==> src/hw/rtl/rle_pkg.sv <==
package rle_pkg;

    localparam int MAX_LITERAL = 128;
    localparam int MAX_REPEAT  = 129;
    localparam int OUT_BYTES   = 8;

    localparam int OUT_W  = 8 * OUT_BYTES;
    localparam int LIT_AW = (MAX_LITERAL > 2) ? $clog2(MAX_LITERAL) : 1;
    localparam int CNT_W  = (OUT_BYTES > 1) ? $clog2(OUT_BYTES) : 1;

    localparam logic [1:0] MODE_IDLE = 2'd0;
    localparam logic [1:0] MODE_LIT  = 2'd1;
    localparam logic [1:0] MODE_REP  = 2'd2;

    // header byte and data byte of a two-byte packet
    typedef struct packed {
        logic [7:0] hdr;
        logic [7:0] val;
    } rle_pair_t;

    function automatic logic [7:0] rep_header(input logic [7:0] c);
        logic [7:0] h;
        if (c < 8'd2)
        begin
            h = 8'd128;
        end
        else
        begin
            h = c + 8'd126;
        end
        return h;
    endfunction

endpackage

==> src/hw/rtl/rle_in_if.sv <==
interface rle_in_if;
    logic       valid;
    logic       ready;
    logic [7:0] in_byte;
    logic       stream_end;

    modport source (output valid, output in_byte, output stream_end, input ready);
    modport sink   (input valid, input in_byte, input stream_end, output ready);
endinterface

==> src/hw/rtl/rle_out_if.sv <==
interface rle_out_if;
    logic                     valid;
    logic                     ready;
    logic [rle_pkg::OUT_W-1:0] out_bytes;
    logic [3:0]               out_count;
    logic                     run_last;

    modport source (output valid, output out_bytes, output out_count, output run_last,
                    input ready);
    modport sink   (input valid, input out_bytes, input out_count, input run_last,
                    output ready);
endinterface

==> src/hw/rtl/rle_literal_repeat_encoder.sv <==
// Run-length encoder, literal/repeat packet scheme.
// din takes one byte per request with stream_end on the final byte of a stream.
// dout gives packed words: up to eight encoded bytes, first byte in bits 7:0,
// out_count valid bytes, run_last on the final word caused by one input byte.
// An input byte that closes no packet is taken and gives no word.
// An input byte that closes packets is taken, then its packets are emitted byte
// by byte: a literal of n bytes emits n+1 bytes, read one per cycle from the
// literal store RAM while dout does not stall; a repeat packet emits two. The
// worst case is 129 bytes (17 words). din.ready is low while packets are
// emitted. Bytes are gathered in the packer register and each word is then
// held in the output register for dout. The output register decouples the two
// sides: a new byte is taken while a finished word waits. When dout stalls with
// a word held, emission pauses until that word is taken.
// Reset (rst_n low) returns to idle with no open run and no pending output;
// the literal store needs no clearing since only written entries are read.
module rle_literal_repeat_encoder (
    input  logic       clk,
    input  logic       rst_n,
    rle_in_if.sink     din,
    rle_out_if.source  dout
);
    import rle_pkg::*;

    localparam logic [2:0] ST_IDLE  = 3'd0;
    localparam logic [2:0] ST_LHDR  = 3'd1;
    localparam logic [2:0] ST_LBODY = 3'd2;
    localparam logic [2:0] ST_PAH   = 3'd3;
    localparam logic [2:0] ST_PAV   = 3'd4;
    localparam logic [2:0] ST_PBH   = 3'd5;
    localparam logic [2:0] ST_PBV   = 3'd6;

    // encoder state
    logic [1:0] mode_reg, mode_next;
    logic [7:0] lit_len_reg, lit_len_next;
    logic [7:0] rep_val_reg, rep_val_next;
    logic [7:0] rep_len_reg, rep_len_next;
    logic [7:0] prev_reg, prev_next;

    // emission sequencer
    logic [2:0]        state_reg, state_next;
    logic              lit_v_reg, lit_v_next;
    logic [7:0]        lhdr_reg, lhdr_next;
    logic [LIT_AW-1:0] idx_reg, idx_next;
    rle_pair_t         pa_reg, pa_next;
    logic              pa_v_reg, pa_v_next;
    rle_pair_t         pb_reg, pb_next;
    logic              pb_v_reg, pb_v_next;

    // packer and output register
    logic [OUT_W-1:0] pack_reg, pack_next;
    logic [CNT_W-1:0] pack_cnt_reg, pack_cnt_next;
    logic [OUT_W-1:0] out_bytes_reg, out_bytes_next;
    logic [3:0]       out_count_reg, out_count_next;
    logic             run_last_reg, run_last_next;
    logic             out_valid_reg, out_valid_next;

    logic              accept;
    logic              advance;
    logic              emit;
    logic              emit_final;
    logic [7:0]        emit_byte;
    logic              wr_en;
    logic [LIT_AW-1:0] wr_addr;
    logic              rd_en;
    logic [LIT_AW-1:0] rd_addr;
    logic [7:0]        rd_data;
    logic [7:0]        len_inc;
    logic [7:0]        rl_inc;
    logic [OUT_W-1:0]  word;

    assign din.ready = (state_reg == ST_IDLE);
    assign accept    = din.valid && din.ready;
    assign advance   = !out_valid_reg || dout.ready;

    rle_ram #(
        .WIDTH (8),
        .DEPTH (MAX_LITERAL)
    ) u_lit_store (
        .clk     (clk),
        .wr_en   (wr_en),
        .wr_addr (wr_addr),
        .wr_data (din.in_byte),
        .rd_en   (rd_en),
        .rd_addr (rd_addr),
        .rd_data (rd_data)
    );

    // run tracking on an accepted byte
    always_comb
    begin
        mode_next    = mode_reg;
        lit_len_next = lit_len_reg;
        rep_val_next = rep_val_reg;
        rep_len_next = rep_len_reg;
        prev_next    = prev_reg;
        lit_v_next   = lit_v_reg;
        lhdr_next    = lhdr_reg;
        pa_next      = pa_reg;
        pa_v_next    = pa_v_reg;
        pb_next      = pb_reg;
        pb_v_next    = pb_v_reg;
        wr_en        = 1'b0;
        wr_addr      = '0;
        len_inc      = lit_len_reg + 8'd1;
        rl_inc       = rep_len_reg + 8'd1;
        if (accept)
        begin
            lit_v_next = 1'b0;
            pa_v_next  = 1'b0;
            pb_v_next  = 1'b0;
            case (mode_reg)
                MODE_LIT:
                begin
                    if (din.in_byte == prev_reg)
                    begin
                        // flush all but the matching byte, the pair opens a repeat
                        if (lit_len_reg > 8'd1)
                        begin
                            lit_v_next = 1'b1;
                            lhdr_next  = lit_len_reg - 8'd2;
                        end
                        mode_next    = MODE_REP;
                        rep_val_next = din.in_byte;
                        rep_len_next = 8'd2;
                        lit_len_next = 8'd0;
                        if ((MAX_REPEAT <= 2) || din.stream_end)
                        begin
                            pa_next      = '{hdr: rep_header(8'd2), val: din.in_byte};
                            pa_v_next    = 1'b1;
                            mode_next    = MODE_IDLE;
                            rep_len_next = 8'd0;
                        end
                    end
                    else
                    begin
                        wr_en        = 1'b1;
                        wr_addr      = lit_len_reg[LIT_AW-1:0];
                        lit_len_next = len_inc;
                        prev_next    = din.in_byte;
                        if ((len_inc >= 8'(MAX_LITERAL)) || din.stream_end)
                        begin
                            lit_v_next   = 1'b1;
                            lhdr_next    = lit_len_reg;
                            mode_next    = MODE_IDLE;
                            lit_len_next = 8'd0;
                            rep_len_next = 8'd0;
                        end
                    end
                end
                MODE_REP:
                begin
                    if (din.in_byte == rep_val_reg)
                    begin
                        rep_len_next = rl_inc;
                        if ((rl_inc >= 8'(MAX_REPEAT)) || din.stream_end)
                        begin
                            pa_next      = '{hdr: rep_header(rl_inc), val: rep_val_reg};
                            pa_v_next    = 1'b1;
                            mode_next    = MODE_IDLE;
                            lit_len_next = 8'd0;
                            rep_len_next = 8'd0;
                        end
                    end
                    else
                    begin
                        pa_next      = '{hdr: rep_header(rep_len_reg), val: rep_val_reg};
                        pa_v_next    = 1'b1;
                        wr_en        = 1'b1;
                        wr_addr      = '0;
                        prev_next    = din.in_byte;
                        mode_next    = MODE_LIT;
                        lit_len_next = 8'd1;
                        rep_len_next = 8'd0;
                        if (din.stream_end)
                        begin
                            pb_next      = '{hdr: 8'd0, val: din.in_byte};
                            pb_v_next    = 1'b1;
                            mode_next    = MODE_IDLE;
                            lit_len_next = 8'd0;
                        end
                    end
                end
                default:
                begin
                    wr_en        = 1'b1;
                    wr_addr      = '0;
                    prev_next    = din.in_byte;
                    mode_next    = MODE_LIT;
                    lit_len_next = 8'd1;
                    rep_len_next = 8'd0;
                    if (din.stream_end)
                    begin
                        pa_next      = '{hdr: 8'd0, val: din.in_byte};
                        pa_v_next    = 1'b1;
                        mode_next    = MODE_IDLE;
                        lit_len_next = 8'd0;
                    end
                end
            endcase
        end
    end

    // byte sequencer: literal header, literal body from RAM, then up to two pairs
    always_comb
    begin
        state_next = state_reg;
        idx_next   = idx_reg;
        emit       = 1'b0;
        emit_final = 1'b0;
        emit_byte  = 8'd0;
        rd_en      = 1'b0;
        rd_addr    = '0;
        case (state_reg)
            ST_IDLE:
            begin
                if (accept)
                begin
                    if (lit_v_next)
                    begin
                        state_next = ST_LHDR;
                    end
                    else if (pa_v_next)
                    begin
                        state_next = ST_PAH;
                    end
                end
            end
            ST_LHDR:
            begin
                emit      = advance;
                emit_byte = lhdr_reg;
                if (advance)
                begin
                    // prefetch the first stored byte
                    rd_en      = 1'b1;
                    rd_addr    = '0;
                    idx_next   = '0;
                    state_next = ST_LBODY;
                end
            end
            ST_LBODY:
            begin
                emit      = advance;
                emit_byte = rd_data;
                if (idx_reg == lhdr_reg[LIT_AW-1:0])
                begin
                    emit_final = advance && !pa_v_reg;
                    if (advance)
                    begin
                        state_next = pa_v_reg ? ST_PAH : ST_IDLE;
                    end
                end
                else if (advance)
                begin
                    rd_en    = 1'b1;
                    rd_addr  = idx_reg + LIT_AW'(1);
                    idx_next = idx_reg + LIT_AW'(1);
                end
            end
            ST_PAH:
            begin
                emit      = advance;
                emit_byte = pa_reg.hdr;
                if (advance)
                begin
                    state_next = ST_PAV;
                end
            end
            ST_PAV:
            begin
                emit       = advance;
                emit_byte  = pa_reg.val;
                emit_final = advance && !pb_v_reg;
                if (advance)
                begin
                    state_next = pb_v_reg ? ST_PBH : ST_IDLE;
                end
            end
            ST_PBH:
            begin
                emit      = advance;
                emit_byte = pb_reg.hdr;
                if (advance)
                begin
                    state_next = ST_PBV;
                end
            end
            ST_PBV:
            begin
                emit       = advance;
                emit_byte  = pb_reg.val;
                emit_final = advance;
                if (advance)
                begin
                    state_next = ST_IDLE;
                end
            end
            default:
            begin
                state_next = ST_IDLE;
            end
        endcase
    end

    // pack bytes into words, push on a full word or the final byte
    always_comb
    begin
        word           = pack_reg;
        pack_next      = pack_reg;
        pack_cnt_next  = pack_cnt_reg;
        out_bytes_next = out_bytes_reg;
        out_count_next = out_count_reg;
        run_last_next  = run_last_reg;
        out_valid_next = out_valid_reg && !dout.ready;
        word[8 * pack_cnt_reg +: 8] = emit_byte;
        if (emit)
        begin
            if ((pack_cnt_reg == CNT_W'(OUT_BYTES - 1)) || emit_final)
            begin
                out_bytes_next = word;
                out_count_next = 4'(pack_cnt_reg) + 4'd1;
                run_last_next  = emit_final;
                out_valid_next = 1'b1;
                pack_next      = '0;
                pack_cnt_next  = '0;
            end
            else
            begin
                pack_next     = word;
                pack_cnt_next = pack_cnt_reg + CNT_W'(1);
            end
        end
    end

    always_ff @(posedge clk or negedge rst_n)
    begin
        if (!rst_n)
        begin
            mode_reg      <= MODE_IDLE;
            lit_len_reg   <= 8'd0;
            rep_val_reg   <= 8'd0;
            rep_len_reg   <= 8'd0;
            prev_reg      <= 8'd0;
            state_reg     <= ST_IDLE;
            lit_v_reg     <= 1'b0;
            pa_v_reg      <= 1'b0;
            pb_v_reg      <= 1'b0;
            pack_reg      <= '0;
            pack_cnt_reg  <= '0;
            out_valid_reg <= 1'b0;
        end
        else
        begin
            mode_reg      <= mode_next;
            lit_len_reg   <= lit_len_next;
            rep_val_reg   <= rep_val_next;
            rep_len_reg   <= rep_len_next;
            prev_reg      <= prev_next;
            state_reg     <= state_next;
            lit_v_reg     <= lit_v_next;
            pa_v_reg      <= pa_v_next;
            pb_v_reg      <= pb_v_next;
            pack_reg      <= pack_next;
            pack_cnt_reg  <= pack_cnt_next;
            out_valid_reg <= out_valid_next;
        end
    end

    always_ff @(posedge clk)
    begin
        lhdr_reg      <= lhdr_next;
        idx_reg       <= idx_next;
        pa_reg        <= pa_next;
        pb_reg        <= pb_next;
        out_bytes_reg <= out_bytes_next;
        out_count_reg <= out_count_next;
        run_last_reg  <= run_last_next;
    end

    assign dout.valid     = out_valid_reg;
    assign dout.out_bytes = out_bytes_reg;
    assign dout.out_count = out_count_reg;
    assign dout.run_last  = run_last_reg;
endmodule

==> src/hw/rtl/rle_ram.sv <==
module rle_ram #(
    parameter int WIDTH = 8,
    parameter int DEPTH = 128
) (
    input  logic                                     clk,
    input  logic                                     wr_en,
    input  logic [((DEPTH > 2) ? $clog2(DEPTH) : 1)-1:0] wr_addr,
    input  logic [WIDTH-1:0]                         wr_data,
    input  logic                                     rd_en,
    input  logic [((DEPTH > 2) ? $clog2(DEPTH) : 1)-1:0] rd_addr,
    output logic [WIDTH-1:0]                         rd_data
);
    logic [WIDTH-1:0] mem [DEPTH];
    logic [WIDTH-1:0] rd_data_reg;

    always_ff @(posedge clk)
    begin
        if (wr_en)
        begin
            mem[wr_addr] <= wr_data;
        end
        if (rd_en)
        begin
            rd_data_reg <= mem[rd_addr];
        end
    end

    assign rd_data = rd_data_reg;
endmodule
==> src/flat_wrapper.sv <==
// flat-port wrapper written by rule: the top's interface ports become plain ports
module rle_literal_repeat_encoder_flat import rle_pkg::*;
  (clk, rst_n, din_valid, din_in_byte, din_stream_end, din_ready, dout_valid, dout_out_bytes, dout_out_count, dout_run_last, dout_ready);
  rle_in_if din_i ();
  rle_out_if dout_i ();
  input  logic clk;
  input  logic rst_n;
  input wire logic [$bits(din_i.valid)-1:0] din_valid;
  input wire logic [$bits(din_i.in_byte)-1:0] din_in_byte;
  input wire logic [$bits(din_i.stream_end)-1:0] din_stream_end;
  output wire logic [$bits(din_i.ready)-1:0] din_ready;
  output wire logic [$bits(dout_i.valid)-1:0] dout_valid;
  output wire logic [$bits(dout_i.out_bytes)-1:0] dout_out_bytes;
  output wire logic [$bits(dout_i.out_count)-1:0] dout_out_count;
  output wire logic [$bits(dout_i.run_last)-1:0] dout_run_last;
  input wire logic [$bits(dout_i.ready)-1:0] dout_ready;
  assign din_i.valid = din_valid;
  assign din_i.in_byte = din_in_byte;
  assign din_i.stream_end = din_stream_end;
  assign din_ready = din_i.ready;
  assign dout_valid = dout_i.valid;
  assign dout_out_bytes = dout_i.out_bytes;
  assign dout_out_count = dout_i.out_count;
  assign dout_run_last = dout_i.run_last;
  assign dout_i.ready = dout_ready;
  rle_literal_repeat_encoder u_core (.clk(clk), .rst_n(rst_n), .din(din_i), .dout(dout_i));
endmodule
==> config.mk <==
export PLATFORM = sky130hd
export DESIGN_NAME = rle_literal_repeat_encoder_flat
export DESIGN_NICKNAME = d
export VERILOG_FILES = /design/src/hw/rtl/rle_pkg.sv /design/src/hw/rtl/rle_in_if.sv /design/src/hw/rtl/rle_out_if.sv /design/src/hw/rtl/rle_literal_repeat_encoder.sv /design/src/hw/rtl/rle_ram.sv /design/src/flat_wrapper.sv
export SDC_FILE = /design/constraint.sdc
export NUM_CORES = 2
export LEC_CHECK = 0
export BUFFER_PORTS_ARGS = -buffer_cell sky130_fd_sc_hd__buf_2
export CAP_MARGIN = 40
export CORE_MARGIN = 3
export CORE_UTILIZATION = 46
export DETAILED_ROUTE_END_ITERATION = 7
export GPL_ROUTABILITY_DRIVEN = 0
export RECOVER_POWER = 25
export SLEW_MARGIN = 20
export SYNTH_ARGS = -nofsm -noshare
export SYNTH_HDL_FRONTEND = slang
export SYNTH_HIERARCHICAL = 1
export SYNTH_SLANG_ARGS = --single-unit
==> constraint.sdc <==
create_clock -name clk -period 6.31 [get_ports clk]
set_input_delay 0.3155 -clock clk [delete_from_list [all_inputs] [get_ports clk]]
set_output_delay 0.3155 -clock clk [all_outputs]
set_load 0.005 [all_outputs]
==> tab_implementation.tex <==
\begin{tabular}{lr}
\hline
Metric & Value \\
\hline
\multicolumn{2}{l}{\textbf{Outcome}} \\
\quad Outcome & finished with violations \\
\quad Violations in the final reports & max-capacitance violations, max-slew violations \\
\multicolumn{2}{l}{\textbf{Cells and area}} \\
\quad Area of all placed cells without fillers & 0.0578 mm² \\
\quad Area delta synth->final & 14.6\% \\
\quad Most common library cell in the layout ignoring fill and taps & sky130\_fd\_sc\_hd\_\_edfxtp\_1 \\
\quad Max reg flops & 1024 \\
\quad Ant. Diodes & 0 \\
\quad Final non-filler cell total & 4318 \\
\quad Number of nets at the end of the flow & 2840 \\
\quad Final core utilization & 0.535 \\
\quad Total of fill cells in the finished design & 8273 \\
\quad Leading cell types in the layout, fill and taps excluded & sky130\_fd\_sc\_hd\_\_edfxtp\_1, sky130\_fd\_sc\_hd\_\_mux4\_2, sky130\_fd\_sc\_hd\_\_nor2\_1 \\
\quad Fraction of layout cells with a size suffix above 1 & 0.286 \\
\multicolumn{2}{l}{\textbf{Routing}} \\
\quad Count of vias placed by the detailed router & 26300 \\
\quad Sum of met3 wire segment lengths after detailed routing & 8490 µm \\
\quad Detailed Routing Iterations Pass 1 & 7 \\
\quad Routed wl met2 & 59500 µm \\
\quad Top metal layer carrying routed signals & met5 \\
\quad Routed length on met1 & 53500 µm \\
\quad Count of nets left with antenna violations after detail routing & 0 \\
\quad Average detailed-routed wire length per instance & 28.7 µm \\
\quad Remaining design rule violation count & 0 \\
\quad Detailed router's first-iteration violation count & 2680 \\
\quad Via density per instance & 6.09 \\
\quad Routed wire length & 124000 µm \\
\multicolumn{2}{l}{\textbf{Run}} \\
\quad Number of violations of the max-capacitance limit & 13 \\
\multicolumn{2}{l}{\textbf{Clock tree}} \\
\quad CTS H-tree lvls & 4 \\
\quad Hold buffer count at cts & 3 \\
\quad Gates resized, CTS repair & 0 \\
\quad Cell chosen for the clock root & sky130\_fd\_sc\_hd\_\_clkbuf\_16 \\
\quad TritonCTS clock tree & yes \\
\quad Buffer count from post-CTS setup fixing & 0 \\
\quad Clock buffers created by TritonCTS & 133 \\
\quad Worst skew pair latency & 0.73 ns \\
\quad Clock-pin slew reported for the worst setup and hold paths after clock tree synthesis & 0.06 ns \\
\quad TritonCTS Sinks & 1248 \\
\quad Number of buffers between clock root and the deepest sink & 3 \\
\multicolumn{2}{l}{\textbf{Floorplan}} \\
\quad Core box area & 0.108 mm² \\
\quad Die area & 0.114 mm² \\
\quad Total number of placement rows & 120 \\
\quad Die boundary height & 337 µm \\
\quad I/O pin count & 84 \\
\quad Die width & 337 µm \\
\quad Initial standard-cell utilization of the core & 0.467 \\
\multicolumn{2}{l}{\textbf{Yosys}} \\
\quad Cell type with the largest total area after synthesis & sky130\_fd\_sc\_hd\_\_edfxtp\_1 \\
\quad Leading register cell type out of synthesis & sky130\_fd\_sc\_hd\_\_edfxtp\_1 \\
\quad Mapped Cells & 2573 \\
\quad Synth Warn \# & 6 \\
\quad Combined area of all synthesized cells & 0.0504 mm² \\
\quad Portion of synthesized cell area occupied by the leading cell type & 0.679 \\
\quad Mean Syn Cell Area & 19.6 µm² \\
\quad Most area-consuming cells after synthesis & sky130\_fd\_sc\_hd\_\_edfxtp\_1, sky130\_fd\_sc\_hd\_\_mux4\_2, sky130\_fd\_sc\_hd\_\_dfrtp\_1, sky130\_fd\_sc\_hd\_\_nor2\_1, sky130\_fd\_sc\_hd\_\_a22o\_1 \\
\quad Nets in the synthesized netlist & 2604 \\
\quad EDFF count, synth & 1140 \\
\quad Post-synthesis cell type count & 83 \\
\quad Async set-reset flop share out of synthesis & 0.0865 \\
\quad Fraction of the yosys area taken by sequential cells & 0.733 \\
\quad Synthesized flop and latch total & 1248 \\
\multicolumn{2}{l}{\textbf{Worst hold path}} \\
\quad Critical hold path startpoint & dout\_ready \\
\quad Path type of the worst min-delay path & in -> reg \\
\multicolumn{2}{l}{\textbf{Global routing}} \\
\quad Maximum number of pins on one net before global-route repair & 121 \\
\quad Number of global-route vias before repair & 26200 \\
\quad Congestion Overflow GR & 0 \\
\quad Aggregate global-route resource usage & 0.221 \\
\quad Antenna violations before repair & 4 \\
\quad Global-route wire length before repair & 182000 µm \\
\multicolumn{2}{l}{\textbf{Timing}} \\
\quad Final setup viols & 0 \\
\quad Count of final max-slew check failures & 585 \\
\quad Worst Max-Slew Pin Slew & 3.26 ns \\
\quad Final TNS setup & 0 ns \\
\quad Fmax & 0.184 GHz \\
\quad Worst Hold Margin & 0.158 ns \\
\quad Final critical path time including I/O delays and setup & 5.43 ns \\
\quad Final number of hold-violating endpoints & 0 \\
\quad Max\_slew headroom & -1.17 \\
\quad Post-route fraction of the period consumed by the critical path & 0.861 \\
\quad Worst setup margin & 0.878 ns \\
\quad Unrepaired setup endpoints after global routing & false \\
\quad Fin Clk Skew & 0.0256 ns \\
\multicolumn{2}{l}{\textbf{Worst setup path}} \\
\quad Cell with the biggest individual delay on the critical path & sky130\_fd\_sc\_hd\_\_clkbuf\_1 \\
\quad CP cell instances & clkbuf\_1 > clkbuf\_1 > xnor2\_1 > nand4\_1 > or2\_2 > a21oi\_1 > a21oi\_1 > buf\_4 > nor2b\_1 > nand2\_1 > buf\_4 > nor2\_1 \\
\quad Crit end category & flip-flop \\
\quad R2r startpoint & u\_core/state\_reg[0]\$\_DFFE\_PN0P\_ \\
\quad Biggest fanout along the worst timing path & 34 \\
\quad CP Data Required Time & 6.65 ns \\
\quad Slowest Stage Delay on Critical Path & 1.33 ns \\
\quad Start point of the critical path & din\_in\_byte[1] \\
\quad CP Launch Type & input port \\
\quad Kind of critical path & in -> reg \\
\quad Worst EP arrival & 5.78 ns \\
\multicolumn{2}{l}{\textbf{Pwr}} \\
\quad Cell Int Power & 17.9 mW \\
\quad Power density over the cells & 450 mW/mm² \\
\quad Power spent charging and discharging nets & 8.10 mW \\
\quad Pwr Total & 26.0 mW \\
\quad Reported leakage power & 18.6 nW \\
\quad Clock share of power & 0.300 \\
\quad Switching Share & 0.311 \\
\quad Proportion of power drawn by combinational gates & 0.320 \\
\quad Sequential group share of total power & 0.380 \\
\quad Peak supply drop & 0.385 mV \\
\multicolumn{2}{l}{\textbf{Placement}} \\
\quad Count of input and output buffers & 83 \\
\quad Detailed Place HPWL & 80300 µm \\
\quad Worst slack after detailed placement & 1.32 ns \\
\quad Post-DP Area & 0.0532 mm² \\
\quad Cell Count Post-Placement & 4049 \\
\hline
\end{tabular}
[power groups by stage]
stage | Sequential (mW) | Combinational, mW | Clock, mW
2_1_floorplan | 9.92 | 5.59 | 0
3_5_place_dp | 10.0 | 8.36 | 0
3_3_place_gp | 10.0 | 8.22 | 0
4_1_cts | 9.86 | 8.39 | 7.97
5_1_grt | 9.91 | 8.82 | 8.33
6_report | 9.88 | 8.32 | 7.81
[cell usage after synthesis, types with 13 or more instances]
library cell	n
sky130_fd_sc_hd__buf_1	19
sky130_fd_sc_hd__mux4_2	336
sky130_fd_sc_hd__nand3_1	39
sky130_fd_sc_hd__nand2_1	121
sky130_fd_sc_hd__a21oi_1	19
sky130_fd_sc_hd__ha_1	18
sky130_fd_sc_hd__mux2_2	32
sky130_fd_sc_hd__inv_1	17
sky130_fd_sc_hd__clkbuf_1	77
sky130_fd_sc_hd__xnor2_1	30
sky130_fd_sc_hd__o21ai_0	84
sky130_fd_sc_hd__edfxtp_1	1140
sky130_fd_sc_hd__a22o_1	60
sky130_fd_sc_hd__buf_2	30
sky130_fd_sc_hd__and2_1	17
sky130_fd_sc_hd__nand2b_1	15
sky130_fd_sc_hd__nor2_1	171
sky130_fd_sc_hd__nor3_1	20
sky130_fd_sc_hd__dfrtp_1	108
sky130_fd_sc_hd__buf_4	13
sky130_fd_sc_hd__nor2b_1	21
[critical path, delay by kind of cell]
family / cells / cell delay [ns]
AND/OR/NAND/NOR: 5 / 1.82
XOR/XNOR: 1 / 0.19
AO/OA/AOI/OAI: 2 / 0.36
buffers and inverters: 4 / 3.00
[metal layers]
| metal | track usage | vias to the layer above |
|---|---|---|
| met1 | 0.325 | 14000 |
| met5 | 0 | - |
| met3 | 0.0386 | 166 |
| met2 | 0.347 | 1063 |
| li1 | - | 11000 |
| met4 | 0.0573 | 2 |
[kinds of logic (layout without fill, tap and decap cells)]
kind of cell / count (synthesis) / count (layout) / synth area share
muxes: 377 / 377 / 0.159
xor gates and xnor gates: 40 / 40 / 0.00695
and+or+nand+nor: 470 / 470 / 0.0443
DFF: 1248 / 1248 / 0.733
AOI/OAI and AO/OA: 258 / 258 / 0.0378
adders and majority gates: 18 / 18 / 0.00447
buffers and inverters: 162 / 504 / 0.0144
[final timing paths]
check / slack (ns) / to / depth (start not counted)
min in group asynchronous: 0.55 / u_core/rep_len_reg[2]$_DFFE_PN0P_ / 2
worst max-delay path: 0.88 / u_core/u_lit_store/mem[24][3]$_DFFE_PP_ / 12
worst min-delay path: 0.16 / u_core/state_reg[2]$_DFFE_PN0P_ / 4
worst max register to register: 1.32 / u_core/u_lit_store/rd_data[3]$_DFFE_PP_ / 10
worst min register to register: 0.49 / u_core/pack_reg[5]$_DFFE_PN0P_ / 2
max in group asynchronous: 4.17 / u_core/pack_reg[33]$_DFFE_PN0P_ / 4
[layout make-up]
class / count / area [µm²] / area share
clock buffer: 167 / 3550 / 0.0614
inverter: 18 / 67.6 / 0.00117
clock inverter: 74 / 847 / 0.0147
multi-input combinational: 1163 / 12800 / 0.222
timing repair buffer: 245 / 1770 / 0.0306
sequential: 1248 / 36900 / 0.639
tap: 1403 / 1760 / 0.0304
Power figures use the tool's default switching activity.
